<file path="config.mk">
export PLATFORM = sky130hd
export DESIGN_NAME = cha_turn
export DESIGN_NICKNAME = d
export VERILOG_FILES = /design/src/rtl/cha_turn.sv
export SDC_FILE = /design/constraint.sdc
export NUM_CORES = 2
export LEC_CHECK = 0
export BUFFER_PORTS_ARGS = -buffer_cell sky130_fd_sc_hd__clkbuf_2
export CAP_MARGIN = 20
export CELL_PAD_IN_SITES_DETAIL_PLACEMENT = 1
export CELL_PAD_IN_SITES_GLOBAL_PLACEMENT = 1
export CORE_ASPECT_RATIO = 0.5
export CORE_UTILIZATION = 36
export CTS_CLUSTER_SIZE = 12
export DETAILED_ROUTE_END_ITERATION = 10
export GPL_TIMING_DRIVEN = 0
export MAX_ROUTING_LAYER = met4
export PLACE_DENSITY_LB_ADDON = 0.1
export SLEW_MARGIN = 15
export SYNTH_ARGS = -nofsm -noshare
export SYNTH_HDL_FRONTEND = slang
export SYNTH_SLANG_ARGS = --single-unit
</file>
<file path="constraint.sdc">
create_clock -name i_clk -period 11.5 [get_ports i_clk]
set_input_delay 1.15 -clock i_clk [delete_from_list [all_inputs] [get_ports i_clk]]
set_output_delay 1.15 -clock i_clk [all_outputs]
set_load 0.02 [all_outputs]
</file>
<file path="src/rtl/cha_turn.sv">
// Pipelined exact cross product (b - a) x (c - a) over three stages.
module cha_turn #(
    parameter int COORD_BITS = 16
) (
    input  logic                          i_clk,
    input  logic signed [COORD_BITS-1:0]  i_a_x,
    input  logic signed [COORD_BITS-1:0]  i_a_y,
    input  logic signed [COORD_BITS-1:0]  i_b_x,
    input  logic signed [COORD_BITS-1:0]  i_b_y,
    input  logic signed [COORD_BITS-1:0]  i_c_x,
    input  logic signed [COORD_BITS-1:0]  i_c_y,
    output logic signed [2*COORD_BITS+2:0] o_cross
);

    localparam int DW = COORD_BITS + 1;
    localparam int MW = 2 * COORD_BITS + 2;
    localparam int XW = 2 * COORD_BITS + 3;

    logic signed [DW-1:0] r_d1x, r_d1y, r_d2x, r_d2y;
    logic signed [MW-1:0] r_p1, r_p2;
    logic signed [XW-1:0] r_cross;

    // Stage one: edge vectors; stage two: products; stage three: difference.
    always_ff @(posedge i_clk) begin
        r_d1x   <= {i_b_x[COORD_BITS-1], i_b_x} - {i_a_x[COORD_BITS-1], i_a_x};
        r_d1y   <= {i_b_y[COORD_BITS-1], i_b_y} - {i_a_y[COORD_BITS-1], i_a_y};
        r_d2x   <= {i_c_x[COORD_BITS-1], i_c_x} - {i_a_x[COORD_BITS-1], i_a_x};
        r_d2y   <= {i_c_y[COORD_BITS-1], i_c_y} - {i_a_y[COORD_BITS-1], i_a_y};
        r_p1    <= r_d1x * r_d2y;
        r_p2    <= r_d1y * r_d2x;
        r_cross <= {r_p1[MW-1], r_p1} - {r_p2[MW-1], r_p2};
    end

    assign o_cross = r_cross;

endmodule

</file>
==> out/qor.txt <==
result of the run = complete, no violations
Placement Cell Area = 0.0318 sq mm
initial DRC count = 753
CP Launch Type = flip-flop
Max Cap Viol = 0
Yosys top cell area share = 40.1%
Total Routed Length = 90.2 mm
via count = 21500
GRT Residual Overflow = 0
post-route cell area = 0.0324 sq mm
launching point of the worst reg2reg path = r_d2y[8]
root buffer cell = clkbuf_16
Yosys top cell by area = fa_1
die area = 0.0839 sq mm
fin util = 39.7%
Die Width = 409 um
Final Skew = 11.4 ps
Hold Path Origin = r_p2[0]
Post-synth ARST share = 0%
core area = 0.0818 sq mm
vias in the first global route = 24200
crit-path max FO = 10
PortBufs = 131
top-count cell post-synth = inv_1
TritonCTS buffer count = 17
first-pass GRT wire length = 144 mm
fmax = 131 MHz
CP arrival = 7890 ps
Slew @ Worst Pin = 935 ps
unrepaired setup endpoints after global routing = no
H-Tree Depth = 4
initial antenna violation count = 7
Max-slew headroom = 37.7%
hpwl dp = 77.9 mm
Avg WL per Cell = 20.1 um
I/O pins = 132
layout cells sized above 1 = 5.55%
Vias/cell = 4.79
Mean Syn Cell Area = 9.22 sq um
Routability Congestion = 0.874
final hold vios = 0
post-synthesis sequential area ratio = 11.5%
Synth Warn # = 0
hold-fix buffers at CTS = 0
clock net sink count = 171
Synth Register Bits = 171
Pre-Repair DR Iteration Count = 5
number of flops mapped to enable cells by yosys = 0
Syn-to-layout area delta = 8.94%
Yosys cell types = 71
storage element area = 0.00342 sq mm
ranking of synthesized cells by area = fa_1 40%, dfxtp_1 12%, ha_1 11%
CP startpoint = r_d2y[8]
Rows = 74
total negative slack = 0 ps
Die Span Y = 205 um
TritonCTS clock tree = built
Worst Path Required = 11770 ps
post-layout min period = 7620 ps
fin crit share = 66.2%
Detail Route Antenna Nets = 0
crit end category = flip-flop
worst min path class = reg -> reg
critical path type = reg -> reg
Post-Syn Area = 0.0298 sq mm
Final #Nets = 4339
gr usage total = 23.2%
Residual DRC = 0
clk slew on worst S/H paths = 70 ps
endpoints failing setup = 0
Skew-Pair Late Insertion Delay = 450 ps
Post CTS Setup Buffer Count = 0
multi-input logic area = 0.0234 sq mm
syn_nets = 4189
Gate Count Post-Synth = 3227
largest net degree at the start of global routing = 17
CTS max path bufs = 2
fin. max-slew vios = 0
Initial Utilization = 36.4%
post-CTS sizing = 0
fill cell count = 9490
Top FF cell, synth = dfxtp_1
Commonest cells post-synth = 703 x inv_1, 597 x fa_1, 323 x nand2_1, 297 x and2_1, 268 x ha_1
## worst max-delay path: stages, from the launching register on
cell and delay, ps:
dfxtp_1 320, clkbuf_1 690, clkbuf_1 470, nand2_1 160, fa_1 560, inv_1 50
fa_1 500, inv_1 60, fa_1 540, inv_1 50, fa_1 480, fa_1 530
inv_1 60, fa_1 490, inv_1 50, ha_1 340, o21ai_0 170, nor2_1 110
a21o_1 180, o311ai_1 610, nand3_1 210, nand3_1 220, o21ai_1 130, a31o_2 260
o311ai_0 200
## area by class of cell
type / instances / area share (%)
sequential: 171 / 10.6
clock inverter: 14 / 0.559
multi-input combinational: 2271 / 72.1
timing repair buffer: 131 / 2.02
buffer: 82 / 0.972
clock buffer: 18 / 1.35
antenna: 2 / 0.0154
tap: 1102 / 4.25
inverter: 703 / 8.14
## logic make-up after synthesis
kind of cell               share of synthesized area, %
and+or+nand+nor                                    15.9
buffers and inverters                              9.92
DFF                                                11.5
AOI/OAI and AO/OA                                  7.57
xor gates and xnor gates                           3.74
adders and majority gates                          51.4
## stage by stage
stage | setup slack [ps] | hold WS (ps) | instances
floorplan | 5490 | 470 | 3227
global placement | 3790 | 535 | 4460
detailed placement | 3780 | 535 | 4460
CTS | 3720 | 546 | 4492
global route | 3380 | 583 | 4494
finish | 3880 | 523 | 4494
## per-layer routing
metal	vias to the layer above	GRT usage, %	wire, um
met2	226	38.7	43300
met3	54	1.39	1810
met4	0	4.36	1300
met5	-	-	0
met1	11100	31.5	43700
li1	10200	-	-
## sequential cells by signal, summed over array words and instances (netlist names)
signal	count
r_d2y	17
r_p2	34
r_d1x	17
o_cross	35
r_p1	34
r_d1y	17
r_d2x	17
## worst paths after layout
check                           slack [ps]  cells past startpoint    endpoint
worst min-delay path                   520                      2  o_cross[0]
worst min register to register         520                      2  o_cross[0]
worst max register to register        3880                     24    r_p1[32]
worst max-delay path                  3880                     24    r_p1[32]
## cells in the final DEF (no fill, tap or decap), drive strengths merged, types with 8 or more instances in the layout
cell type | synthesis | layout
a211oi | 17 | 17
a21boi | 12 | 12
a21o | 39 | 39
a21oi | 89 | 89
a31oi | 10 | 10
and2 | 297 | 297
and3 | 11 | 11
clkbuf | 81 | 230
dfxtp | 171 | 171
fa | 597 | 597
ha | 268 | 268
inv | 703 | 708
nand2 | 323 | 323
nand2b | 27 | 27
nand3 | 40 | 40
nor2 | 122 | 122
nor2b | 26 | 26
nor3 | 45 | 45
o211ai | 10 | 10
o21a | 21 | 21
o21ai | 73 | 73
o21bai | 8 | 8
or2 | 8 | 8
or3 | 12 | 12
xnor2 | 101 | 101
xor2 | 26 | 26
Power is left out: the tool's default activity adds up to more than one toggle a clock period on the data nets, which glitch-free logic cannot reach.
